$ cat config.mk
export PLATFORM = sky130hd
export DESIGN_NAME = message_deframer
export DESIGN_NICKNAME = d
export VERILOG_FILES = /design/src/design/mdf_pkg.sv /design/src/design/mdf_frame.sv /design/src/design/mdf_out_stage.sv /design/src/design/message_deframer.sv
export VERILOG_INCLUDE_DIRS = /design/src /design/src/design
export SDC_FILE = /design/constraint.sdc
export NUM_CORES = 1
export LEC_CHECK = 0
export BUFFER_PORTS_ARGS = -buffer_cell sky130_fd_sc_hd__buf_2
export CAP_MARGIN = 20
export CELL_PAD_IN_SITES_DETAIL_PLACEMENT = 0
export CELL_PAD_IN_SITES_GLOBAL_PLACEMENT = 1
export CORE_MARGIN = 1.5
export CORE_UTILIZATION = 25
export CTS_CLUSTER_DIAMETER = 100
export CTS_CLUSTER_SIZE = 8
export DETAILED_ROUTE_END_ITERATION = 8
export PLACE_DENSITY = 0.53
export REMOVE_ABC_BUFFERS = 1
export SYNTH_ARGS = -nofsm -noshare
export SYNTH_HDL_FRONTEND = slang
export SYNTH_HIERARCHICAL = 1
export SYNTH_SLANG_ARGS = --single-unit
$ cat constraint.sdc
create_clock -name clock -period 3.85 [get_ports clock]
set_input_delay 0.1925 -clock clock [delete_from_list [all_inputs] [get_ports clock]]
set_output_delay 0.1925 -clock clock [all_outputs]
set_load 0.01 [all_outputs]
$ cat src/design/message_deframer_defines.svh
// Assertion macros shared by the message deframer modules.
`ifndef MESSAGE_DEFRAMER_DEFINES_SVH
`define MESSAGE_DEFRAMER_DEFINES_SVH

// Check that a condition implies a consequence in the same cycle.
`define MDF_ASSERT_SAME(label, ante, cons, msg) \
   label: assert property (@(posedge clock) disable iff (reset) (ante) |-> (cons)) \
      else $error(msg);

// Check that a condition implies a consequence in the next cycle.
`define MDF_ASSERT_NEXT(label, ante, cons, msg) \
   label: assert property (@(posedge clock) disable iff (reset) (ante) |=> (cons)) \
      else $error(msg);

`endif

$ cat src/design/mdf_pkg.sv
// Shared constants and result type for the message deframer.
package mdf_pkg;

   // Protocol modes
   localparam logic [1:0] MODE_DIRECT = 2'd0;
   localparam logic [1:0] MODE_LINE   = 2'd1;
   localparam logic [1:0] MODE_TELNET = 2'd2;
   localparam logic [1:0] MODE_BASIC  = 2'd3;

   // Basic header type characters
   localparam logic [7:0] CHAR_ACTION = 8'h41;
   localparam logic [7:0] CHAR_REPLY  = 8'h52;

   // Basic header length in bytes (type plus 32-bit id)
   localparam logic [2:0] HEADER_LEN  = 3'd5;
   localparam logic [2:0] HEADER_LAST = 3'd4;

   // Message kinds
   localparam logic [1:0] KIND_NONE   = 2'd0;
   localparam logic [1:0] KIND_ACTION = 2'd1;
   localparam logic [1:0] KIND_REPLY  = 2'd2;

   // Error codes
   localparam logic [1:0] ERR_NONE  = 2'd0;
   localparam logic [1:0] ERR_SHORT = 2'd1;
   localparam logic [1:0] ERR_TYPE  = 2'd2;

   // One result beat
   typedef struct packed {
      logic [1:0]  error_code;
      logic [31:0] message_id;
      logic [1:0]  message_kind;
      logic        end_of_message;
      logic        byte_valid;
      logic [7:0]  payload_byte;
   } result_type;

endpackage

$ cat src/design/mdf_frame.sv
// Framing state and per-beat strip logic for each protocol mode.
module mdf_frame (
   input  logic               clock,
   input  logic               reset,
   input  logic               csr_we,
   input  logic [1:0]         csr_wdata,
   input  logic               in_fire,
   input  logic [7:0]         in_byte,
   input  logic               in_last,
   output logic               has_result,
   output mdf_pkg::result_type result
);
   import mdf_pkg::*;

   logic [1:0]  mode_ff;
   logic [7:0]  held0_ff, held0_in;
   logic [7:0]  held1_ff, held1_in;
   logic [1:0]  held_count_ff, held_count_in;
   logic [2:0]  header_ff, header_in;
   logic [1:0]  kind_ff, kind_in;
   logic [31:0] id_ff, id_in;
   logic        bad_ff, bad_in;
   logic        clear;

   // Work out the result and the next per-message state
   always_comb begin
      held0_in      = held0_ff;
      held1_in      = held1_ff;
      held_count_in = held_count_ff;
      header_in     = header_ff;
      kind_in       = kind_ff;
      id_in         = id_ff;
      bad_in        = bad_ff;
      clear         = 1'b0;
      has_result    = 1'b0;
      result        = '0;
      unique case (mode_ff)
         MODE_DIRECT: begin
            has_result            = 1'b1;
            result.payload_byte   = in_byte;
            result.byte_valid     = 1'b1;
            result.end_of_message = in_last;
         end
         MODE_LINE: begin
            if (!in_last) begin
               has_result          = (held_count_ff != 2'd0);
               result.payload_byte = held0_ff;
               result.byte_valid   = 1'b1;
               held0_in            = in_byte;
               held_count_in       = 2'd1;
            end else begin
               has_result            = 1'b1;
               result.end_of_message = 1'b1;
               result.byte_valid     = (held_count_ff != 2'd0);
               result.payload_byte   = result.byte_valid ? held0_ff : 8'd0;
               clear                 = 1'b1;
            end
         end
         MODE_TELNET: begin
            if (!in_last) begin
               if (held_count_ff[1]) begin
                  // Delay line full: shift and release the oldest byte
                  has_result          = 1'b1;
                  result.payload_byte = held0_ff;
                  result.byte_valid   = 1'b1;
                  held0_in            = held1_ff;
                  held1_in            = in_byte;
               end else begin
                  if (held_count_ff[0]) begin
                     held1_in = in_byte;
                  end else begin
                     held0_in = in_byte;
                  end
                  held_count_in = held_count_ff + 2'd1;
               end
            end else begin
               has_result            = 1'b1;
               result.end_of_message = 1'b1;
               result.byte_valid     = held_count_ff[1];
               result.payload_byte   = held_count_ff[1] ? held0_ff : 8'd0;
               clear                 = 1'b1;
            end
         end
         MODE_BASIC: begin
            // Decode the header bytes
            if (header_ff == 3'd0) begin
               priority if (in_byte == CHAR_ACTION) begin
                  kind_in = KIND_ACTION;
               end else if (in_byte == CHAR_REPLY) begin
                  kind_in = KIND_REPLY;
               end else begin
                  kind_in = KIND_NONE;
                  bad_in  = 1'b1;
               end
            end else if (header_ff < HEADER_LEN) begin
               id_in = {id_ff[23:0], in_byte};
            end
            if (header_ff < HEADER_LEN) begin
               header_in = header_ff + 3'd1;
            end
            if (!in_last) begin
               has_result          = (header_ff >= HEADER_LEN) && !bad_ff;
               result.payload_byte = in_byte;
               result.byte_valid   = 1'b1;
               result.message_kind = kind_ff;
               result.message_id   = id_ff;
            end else begin
               has_result            = 1'b1;
               result.end_of_message = 1'b1;
               clear                 = 1'b1;
               priority if (header_ff < HEADER_LAST) begin
                  result.error_code = ERR_SHORT;
               end else if (bad_in) begin
                  result.error_code = ERR_TYPE;
               end else if (header_ff == HEADER_LAST) begin
                  result.message_kind = kind_in;
                  result.message_id   = id_in;
               end else begin
                  result.payload_byte = in_byte;
                  result.byte_valid   = 1'b1;
                  result.message_kind = kind_ff;
                  result.message_id   = id_ff;
               end
            end
         end
         default: begin
            has_result = 1'b0;
         end
      endcase
   end

   // Hold mode; a mode write or a message end clears the message state
   always_ff @(posedge clock) begin
      if (reset) begin
         mode_ff       <= MODE_DIRECT;
         held0_ff      <= '0;
         held1_ff      <= '0;
         held_count_ff <= '0;
         header_ff     <= '0;
         kind_ff       <= KIND_NONE;
         id_ff         <= '0;
         bad_ff        <= 1'b0;
      end else if (csr_we || (in_fire && clear)) begin
         if (csr_we) begin
            mode_ff <= csr_wdata;
         end
         held0_ff      <= '0;
         held1_ff      <= '0;
         held_count_ff <= '0;
         header_ff     <= '0;
         kind_ff       <= KIND_NONE;
         id_ff         <= '0;
         bad_ff        <= 1'b0;
      end else if (in_fire) begin
         held0_ff      <= held0_in;
         held1_ff      <= held1_in;
         held_count_ff <= held_count_in;
         header_ff     <= header_in;
         kind_ff       <= kind_in;
         id_ff         <= id_in;
         bad_ff        <= bad_in;
      end
   end

endmodule

$ cat src/design/mdf_out_stage.sv
// Result register with a skid entry between the strip logic and the output.
module mdf_out_stage (
   input  logic                clock,
   input  logic                reset,
   input  logic                push,
   input  mdf_pkg::result_type push_data,
   output logic                in_ready,
   output logic                out_valid,
   input  logic                out_ready,
   output mdf_pkg::result_type out_data
);
   import mdf_pkg::*;
`include "message_deframer_defines.svh"

   logic       main_valid_ff, main_valid_in;
   logic       skid_valid_ff, skid_valid_in;
   result_type main_ff, main_in;
   result_type skid_ff, skid_in;
   logic       pop;

   assign pop       = main_valid_ff && out_ready;
   assign in_ready  = !skid_valid_ff;
   assign out_valid = main_valid_ff;
   assign out_data  = main_ff;

   // Steer a new beat to the result register or the skid entry
   always_comb begin
      main_valid_in = main_valid_ff;
      skid_valid_in = skid_valid_ff;
      main_in       = main_ff;
      skid_in       = skid_ff;
      if (skid_valid_ff) begin
         if (pop) begin
            main_in       = skid_ff;
            skid_valid_in = 1'b0;
         end
      end else if (push) begin
         if (!main_valid_ff || pop) begin
            main_in       = push_data;
            main_valid_in = 1'b1;
         end else begin
            skid_in       = push_data;
            skid_valid_in = 1'b1;
         end
      end else if (pop) begin
         main_valid_in = 1'b0;
      end
   end

   // Control flags
   always_ff @(posedge clock) begin
      if (reset) begin
         main_valid_ff <= 1'b0;
         skid_valid_ff <= 1'b0;
      end else begin
         main_valid_ff <= main_valid_in;
         skid_valid_ff <= skid_valid_in;
      end
   end

   // Payload registers
   always_ff @(posedge clock) begin
      main_ff <= main_in;
      skid_ff <= skid_in;
   end

   `MDF_ASSERT_SAME(a_skid_behind_main, skid_valid_ff, main_valid_ff, "skid full, main empty")
   `MDF_ASSERT_SAME(a_no_push_when_full, push, !skid_valid_ff, "beat pushed into full stage")
   `MDF_ASSERT_NEXT(a_skid_drains, skid_valid_ff && pop, main_valid_ff && !skid_valid_ff,
                    "skid entry not moved to result register")
   `MDF_ASSERT_SAME(a_error_on_end, main_valid_ff && (main_ff.error_code != ERR_NONE),
                    main_ff.end_of_message, "error code on a beat that is not the end")
   `MDF_ASSERT_SAME(a_empty_byte_zero, main_valid_ff && !main_ff.byte_valid,
                    main_ff.payload_byte == 8'd0, "empty result carries a nonzero byte")

endmodule

$ cat src/design/message_deframer.sv
// Top level of the message deframer.
// Strips protocol framing from a byte stream: one message byte is taken per
// req beat, with req_tlast on its final byte, and at most one result beat
// comes out for it. The block takes a byte in every cycle while req_tready
// is high; a result is registered before it shows on rsp. A two-entry
// output stage (result register plus skid entry) lets a byte be
// taken while a result waits, and req_tready falls only while both entries
// hold results. Mode writes on csr_we take effect from the cycle after the write
// and abort any partly received message.
module message_deframer (
   input  logic        clock,
   input  logic        reset,
   // Configuration: protocol_mode
   input  logic        csr_we,
   input  logic [1:0]  csr_wdata,
   // Input bytes
   input  logic        req_tvalid,
   output logic        req_tready,
   input  logic [7:0]  req_tdata,   // [7:0] in_byte
   input  logic        req_tlast,   // in_last
   // Results
   output logic        rsp_tvalid,
   input  logic        rsp_tready,
   output logic [39:0] rsp_tdata,   // [7:0] payload_byte, [39:8] message_id
   output logic [4:0]  rsp_tuser,   // [0] byte_valid, [2:1] message_kind, [4:3] error_code
   output logic        rsp_tlast    // end_of_message
);
   import mdf_pkg::*;

   logic       in_fire;
   logic       has_result;
   result_type result;
   result_type out_data;

   assign in_fire = req_tvalid && req_tready;

   // Strip framing and track per-message state
   mdf_frame u_frame (
      .clock      (clock),
      .reset      (reset),
      .csr_we     (csr_we),
      .csr_wdata  (csr_wdata),
      .in_fire    (in_fire),
      .in_byte    (req_tdata),
      .in_last    (req_tlast),
      .has_result (has_result),
      .result     (result)
   );

   // Register results toward the consumer
   mdf_out_stage u_out (
      .clock     (clock),
      .reset     (reset),
      .push      (in_fire && has_result),
      .push_data (result),
      .in_ready  (req_tready),
      .out_valid (rsp_tvalid),
      .out_ready (rsp_tready),
      .out_data  (out_data)
   );

   // Pack result fields onto the stream
   assign rsp_tdata = {out_data.message_id, out_data.payload_byte};
   assign rsp_tuser = {out_data.error_code, out_data.message_kind, out_data.byte_valid};
   assign rsp_tlast = out_data.end_of_message;

endmodule

## Word level (Yosys, flattened, before mapping)

Index checks and enable logic that the tools add are counted.

- Mux-type cells: 56
- Eq/ne operators: 12
- Bitwise logic cells: 3
- Add/sub/neg operators: 2
- Reductions and logical operators: 29
- $lt $le $gt $ge: 3

Operator list:

| kind | number |
|---|---|
| two-way mux 46 bit | 4 |
| two-way mux 34 bit | 4 |
| two-way mux 32 bit | 2 |
| two-way mux 8 bit | 8 |
| two-way mux 9 bit | 7 |
| one-hot mux 10 bit (4 select lines) | 1 |
| two-way mux 36 bit | 1 |
| two-way mux 2 bit | 9 |
| two-way mux 1 bit | 17 |
| equality test 8 x 7 -> 1 bit (second input constant) | 2 |
| one-hot mux 8 bit (2 select lines) | 1 |
| AND reduction 3 bit | 4 |
| inequality test 2 bit (second input constant) | 5 |
| AND reduction 5 bit | 2 |
| nonzero test 2 bit | 5 |
| AND reduction 4 bit | 2 |
| < comparator 3 bit (second input constant) | 2 |
| logical AND 1 bit | 5 |
| equality test 2 bit (second input constant) | 2 |
| one-hot mux 1 bit (4 select lines) | 1 |
| one-hot mux 2 bit (2 select lines) | 1 |
| AND reduction 2 bit | 2 |
| adder 3 x 1 -> 3 bit (second input constant) | 1 |
| equality test 3 bit (second input constant) | 1 |
| other kinds (11) | 16 |

- Logic and storage cells: 128
- Output and inout bits: 48
- Register bits after elaboration: 152

## Logic depth before layout (Yosys ltp)

Gate-level depths: netlist of run 1.

- Depth in word-level cells: 12
- Gate-level depth with buffers: 11

## Hierarchy

Netlist of run 1, hierarchy kept.

Modules (own cells, without submodules):

| module | cells an instance | instances | seq. area each (sq um) | area an instance (sq um) |
|---|---|---|---|---|
| mdf_out_stage | 157 | 1 | 2802.7 | 3676.0 |
| mdf_frame | 363 | 1 | 1161.1 | 3096.7 |
| message_deframer | 2 | 1 | 0.0 | 12.5 |

## Worst setup path before layout of run 1

No wires, ideal clock.

- Kind: flip-flop to flip-flop
- Start: reg u_frame.mode_ff[0]
- End: reg u_out.main_ff (netlist bit u_out/out_data[0]), enable pin
- Setup time: 0.465 ns
- Arrival: 3.521 ns
- Slack: -0.136 ns
- Cell stages (with the launch flop): 9
- Clock period less this slack: 3.986 ns
- Cell sequence: dfxtp_1 > and2b_1 > clkbuf_1 > a21oi_1 > o21ai_0 > nand2b_1 > and3_1 > mux2i_1 > a21oi_1

- Cells in the longest elaborated chain, start to end: 5
- Elaborated cells between the ends (all ways): 8
- Those cells by class: eq/ne (3); mux (1); reduce/logical (4)

RTL lines:

| item | RTL line | RTL |
|---|---|---|
| start: declaration | mdf_frame.sv:15 | `logic [1:0] mode_ff;` |
| start signal: assignment | mdf_frame.sv:145 | `mode_ff <= csr_wdata;` |
| equality test 2 bit, or another cell as far along | mdf_frame.sv:37 | `unique case (mode_ff)` |
| one-hot mux 1 bit (4 select lines) * | mdf_frame.sv:37 |  |
| named net has_result | message_deframer.sv:31 | `logic has_result;` |
| logical AND 1 bit * | message_deframer.sv:54 | `.push (in_fire && has_result),` |
| nonzero test 2 bit (no line) * | - |  |
| AND reduction 3 bit (no line) * | - |  |
| end signal: assignment | mdf_out_stage.sv:63 | `main_ff <= main_in;` |
| end: declaration | mdf_out_stage.sv:17 | `result_type main_ff, main_in;` |

The timed path passes the listed nets; every way through them passes the cells marked *.
A chain may end at the register's enable or synchronous reset.

## Final worst setup path of run 1

- Start: reg u_frame.mode_ff[0]
- End: reg u_out.main_ff (netlist bit u_out/out_data[13]), enable pin

The elaborated chain is that of the path after synthesis.

==> impl_metrics.toml, run 1 <==
[power_and_ir_drop]
p_sw_mw = 0.842
combPwrFrac_pct = 7.9
switching_share_pct = 23.1
p_per_area_nw_per_um2 = 459
clkPwrFrac_pct = 42.0
p_int_mw = 2.80
peakVddDrop_mv = 0.257
p_leak_nw = 2.73
pwr-share-seq_pct = 50.1

[worst_setup_path]
end_kind = "flip-flop"
cp_max_fo = 30
worstPathArrival_ns = 2.87
cp-start-kind = "flip-flop"
required_ns = 3.96
worstSetupPathType = "flip-flop to flip-flop"

[final_layout]
postLayoutCoreUtil_pct = 29.5
fillCellCount = 2691
nets = 597
drive_gt1_share_pct = 32.7
instances_no_fill = 932
antennaDiodeCount = 0
postLayoutCellArea_sq_um = 7920
multiInputGateArea_sq_um = 2510
seq_area_sq_um = 3970
area_growth_pct = 16.7

[min_path]
hold_path_class = "input port to flip-flop"

[timing]
worst_pin_slew_ns = 1.08
finalSetupViolCount = 0
fin_setup_tns_ns = 0
period_share_pct = 71.7
period_needed_ns = 2.76
fmax_mhz = 362
hold_viol_final = 0
clock_skew_ns = 0.0119
rsz0062_at_grt = "no"
slew_violations = 0
relSlewSlack_pct = 28.2

[floorplanning]
rows = 60
start_util_pct = 25.3
die_x_microns = 168
die_area_sq_um = 28100
die_h_microns = 168
io_pins = 64
core_sq_um = 26800

[routing]
routed_wl_microns = 14400
num_vias = 4127
drcViolationCount = 0
drtAntennaViolNets = 0
drtIter0Drc = 230
routed_wire_length_per_instance_microns = 15.4
viasPerCell = 4.43
first_pass_iters = 4

[clock_network]
root_buffer = "clkbuf_16"
ctsResizeCount = 0
cts_tree = "done"
cts.path.max_buffers = 2
post-cts-setup-buffers = 0
htree_levels = 4
numCtsBuffers = 17
clk_latency_ns = 0.42
path_clk_slew_ns = 0.06
cts.sinks = 152

[synthesis]
yosysSeqAreaShare_pct = 58.4
synthCells = 522
synth_common_cells = "edfxtp_1, nand2_1, dfxtp_1, mux2_4, a22o_1"
synth-edff-count = 92
synth.area.top_cells = "edfxtp_1, dfxtp_1, mux2_4"
async_flop_share_pct = 0
yosysWarnings = 6
yosysTopAreaCell = "edfxtp_1"
ys_ff_latch = 152
yosysMostFrequentCell = "edfxtp_1"
syn_area_sq_um = 6790
synth_top_area_share_pct = 40.7
synth_flop_cell = "edfxtp_1"
syn_avg_cell_area_sq_um = 13.0
yosysUniqueCellTypes = 50

[global_routing]
grt-ovfl-total = 0
track_usage_pct = 10.5
grt_first_pass_wirelength_microns = 22800
grt_pass1_vias = 4244
grt_max_degree = 51
antenna_found_initial = 0

[job]
cap_violations = 0

[placement]
place_inst = 897
gp_congestion = 0.736
io_buffers = 63
placed_area_sq_um = 7350
hpwl_microns = 9800

[outcome]
outcome = "complete, no violations"
==> timing repair <==
action	CTS	global route
endpoints found under the hold margin	2	0
hold buffers	3	0
setup endpoints to repair	0	0
==> worst max-delay path, cell delays in order, from the launching register on <==
cell and delay [ns]:
dfxtp_1 0.54, and2b_1 0.37, a21oi_1 0.17, o21ai_0 0.09
nand2b_1 0.09, and3_1 0.21, mux2i_1 0.12, a21oi_4 0.57
buf_12 0.28
==> power by group through the flow <==
| stage | Combinational [mW] | Clock, mW | Sequential (mW) |
|---|---|---|---|
| final | 0.287 | 1.53 | 1.82 |
| after global routing | 0.311 | 1.65 | 1.83 |
| after CTS | 0.294 | 1.58 | 1.82 |
| after detailed placement | 0.291 | 0 | 1.86 |
| after global placement | 0.287 | 0 | 1.86 |
| after floorplan | 0.132 | 0 | 1.90 |
==> cell type report <==
class	count	area share (%)
Clock inverter	12	1.30
Sequential cell	152	50.1
Clock buffer	20	5.51
Timing Repair Buffer	75	5.53
Inverter	9	0.427
Multi-Input combinational cell	323	31.7
Tap cell	341	5.39
==> through the flow <==
step	worst slack [ns]	power [mW]	hold slack (ns)
floorplan	-1.11	2.03	0.265
global placement	1.13	2.14	0.407
detailed placement	1.09	2.15	0.411
CTS	1.07	3.69	0.00352
global route	0.843	3.79	0.0245
finish	1.09	3.64	0.0248
==> layer usage <==
metal  global-route usage, %  vias up  wire length [microns]
met5                       0        -                      0
met1                    12.8     2002                   6720
met2                    17.9       77                   6960
met4                    3.33        0                    148
met3                    3.03       11                    547
li1                        -     2037                      -
==> logic make-up after synthesis <==
group | after synthesis | share of synthesized area (%)
AOI/OAI and AO/OA | 124 | 15.1
and+or+nand+nor | 139 | 9.22
buffers and inverters | 47 | 4.92
adders and majority gates | 3 | 0.553
DFF | 152 | 58.4
muxes | 57 | 11.8
==> sequential cells by signal (all words and copies together) (netlist names) <==
signal,flops
u_frame/kind_ff,2
u_frame/bad_ff,1
u_frame/held1_ff,8
u_frame/held0_ff,8
u_out/out_data,46
u_out/skid_ff,46
u_frame/mode_ff,2
u_out/skid_valid_ff,1
u_frame/held_count_ff,2
u_frame/header_ff,3
u_frame/id_ff,32
u_out/out_valid,1
==> cells in the final DEF (no fill, tap or decap), drive strengths merged, types with 4 or more instances in the layout <==
cell and count:
clkbuf 20, mux2i 11, o21ai 7, a21oi 49
mux2 46, a311oi 9, nand2 80, nand3 11
and3 4, clkinvlp 4, nand2b 7, inv 10
and2 5, edfxtp 92, clkinv 6, a31oi 4
nor2 18, dfxtp 60, a22o 39, buf 72
==> final timing paths <==
kind,startpoint,slack [ns],cells after the start,to
max reg2reg,u_frame/mode_ff[0],1.09,8,u_out/out_data[13]
max,u_frame/mode_ff[0],1.09,8,u_out/out_data[13]
min reg2reg,u_frame/id_ff[30],0.47,2,u_frame/id_ff[30]
min,csr_wdata[0],0.02,3,u_frame/mode_ff[0]
Power figures use the tool's default switching activity.
==> run 2, diff against run 1 <==
--- a/config.mk
+++ b/config.mk
@@ -15,7 +15,7 @@
 export CTS_CLUSTER_DIAMETER = 100
 export CTS_CLUSTER_SIZE = 8
 export DETAILED_ROUTE_END_ITERATION = 8
-export PLACE_DENSITY = 0.53
+export PLACE_DENSITY = 0.51
 export REMOVE_ABC_BUFFERS = 1
 export SYNTH_ARGS = -nofsm -noshare
 export SYNTH_HDL_FRONTEND = slang
==> constraint.sdc (replaced) <==
create_clock -name clock -period 2.7 [get_ports clock]
set_input_delay 0.135 -clock clock [delete_from_list [all_inputs] [get_ports clock]]
set_output_delay 0.135 -clock clock [all_outputs]
set_load 0.01 [all_outputs]
==> impl_metrics.toml, run 2 (synthesis gave the netlist of run 1 again) <==
[outcome]
outcome = "complete, no violations"

[worst_setup_path]
cp_max_fo = 40
required_ns = 2.99
path_delay_family = "compound AO/OA/AOI/OAI gates"
worstPathCellList = "buf_4 -> or2_1 -> a311o_2 -> buf_4 -> a21oi_2"
end_kind = "flip-flop"
critical_path.most_common_cell = "buf_4"
r2r_cells = 5
cp_slowest_stage_delay_ns = 0.87
r2r_start = "u_frame/mode_ff[0]"
cpMaxStageDelayCell = "a311o_2"
cp_num_buf_inv = 2
worstPathArrival_ns = 2.62
cp-start-kind = "flip-flop"
r2r_slack_ns = 0.37
worstReg2RegEnd = "u_frame/id_ff[31]"
worstSetupPathType = "flip-flop to flip-flop"

[final_layout]
final_cell_mix = "edfxtp_1, nand2_1, buf_2"
nets = 609
instances_no_fill = 944
final_common_cell = "edfxtp_1"
area_growth_pct = 19.4
postLayoutCoreUtil_pct = 30.2
antennaDiodeCount = 0
drive_gt1_share_pct = 34.0

[clock_network]
numCtsBuffers = 17
htree_levels = 4
cts_tree = "done"
cts.sinks = 152
clk_latency_ns = 0.42
path_clk_slew_ns = 0.06
root_buffer = "clkbuf_16"
ctsResizeCount = 0
cts.path.max_buffers = 2

[job]
cap_violations = 0

[routing]
highest_layer = "met4"
viasPerCell = 4.48
dr_wl_met2_microns = 6800
drtIter0Drc = 238
dr_wl_met3_microns = 463
num_vias = 4232
drt-met1-wl_microns = 6950
routed_wire_length_per_instance_microns = 15.3
drcViolationCount = 0
routed_wl_microns = 14400
drtAntennaViolNets = 0
first_pass_iters = 5

[min_path]
hold_start = "reset"
hold_path_depth = 2
hold_path_class = "input port to flip-flop"
min_to = "u_out/out_valid"

[placement]
dpl_worst_slack_ns = 0.122
hpwl_microns = 9630
gp_congestion = 0.730
place_inst = 902
io_buffers = 63

[floorplanning]
die_h_microns = 168
rows = 60
die_area_sq_um = 28100
io_pins = 64
core_sq_um = 26800
start_util_pct = 25.3
die_x_microns = 168

[power_and_ir_drop]
pwr-share-seq_pct = 46.4
combPwrFrac_pct = 7.6
p_int_mw = 4.38
peakVddDrop_mv = 0.321
p_sw_mw = 1.21
switching_share_pct = 21.7
clkPwrFrac_pct = 46.0
p_leak_nw = 2.85
p_per_area_nw_per_um2 = 691

[timing]
fin_setup_tns_ns = 0
slew_violations = 0
fmax_mhz = 430
worst_pin_slew_ns = 1.03
clock_skew_ns = 0.00874
finalSetupViolCount = 0
setup_slack_ns = 0.375
rsz0062_at_grt = "no"
period_share_pct = 86.1
period_needed_ns = 2.33
hold_viol_final = 0
whs_ns = 0.0104
relSlewSlack_pct = 31.1

[global_routing]
grt-ovfl-total = 0
grt_pass1_vias = 4202
grt_max_degree = 50
antenna_found_initial = 0
track_usage_pct = 10.6
grt_first_pass_wirelength_microns = 23100
run 2: area by class of cell:
class                   instances  area (sq um)
clock buffers                  20           437
clock inverters                12           199
fillers                      2661         18700
inverters                       9          33.8
multi-input cells             323          2510
flip-flops and latches        152          3970
well taps                     341           427
repair buffers                 87           523
run 2: power by group through the flow:
stage / logic (mW) / clock network [mW] / registers [mW]
floorplan: 0.188 / 0 / 2.71
global placement: 0.412 / 0 / 2.64
detailed placement: 0.419 / 0 / 2.65
CTS: 0.426 / 2.64 / 2.60
global route: 0.464 / 2.74 / 2.60
finish: 0.428 / 2.57 / 2.59
run 2: stage by stage:
| stage | power [mW] | cell area, sq um |
|---|---|---|
| 2_1_floorplan | 2.89 | 6480 |
| 3_3_place_gp | 3.06 | 7370 |
| 3_5_place_dp | 3.07 | 7370 |
| 4_1_cts | 5.67 | 8070 |
| 5_1_grt | 5.80 | 8100 |
| 6_report | 5.59 | 8100 |
run 2: worst max path at each step:
stage | cells past startpoint | startpoint | slack (ns) | end
floorplan | 2 | u_out/skid_valid_ff | -2.26 | u_out/out_data[0]
global placement | 10 | u_frame/header_ff[1] | 0.20 | u_out/out_data[28]
detailed placement | 10 | u_frame/header_ff[1] | 0.12 | u_out/out_data[28]
CTS | 10 | u_frame/header_ff[1] | 0.08 | u_out/out_data[37]
global route | 5 | u_frame/mode_ff[0] | 0.21 | u_frame/id_ff[31]
finish | 5 | u_frame/mode_ff[0] | 0.37 | u_frame/id_ff[31]
run 2: timing repair:
| action | 4_1_cts | 5_1_grt |
|---|---|---|
| setup buffers | 0 | 4 |
| hold buffers | 6 | 0 |
| setup endpoints to repair | 0 | 29 |
| endpoints found under the hold margin | 3 | 0 |
run 2: per-layer routing:
layer	global-route usage [%]	vias to the layer above
met5	0	-
met4	3.68	0
met3	2.81	16
met2	17.5	65
met1	13.4	2085
li1	-	2066
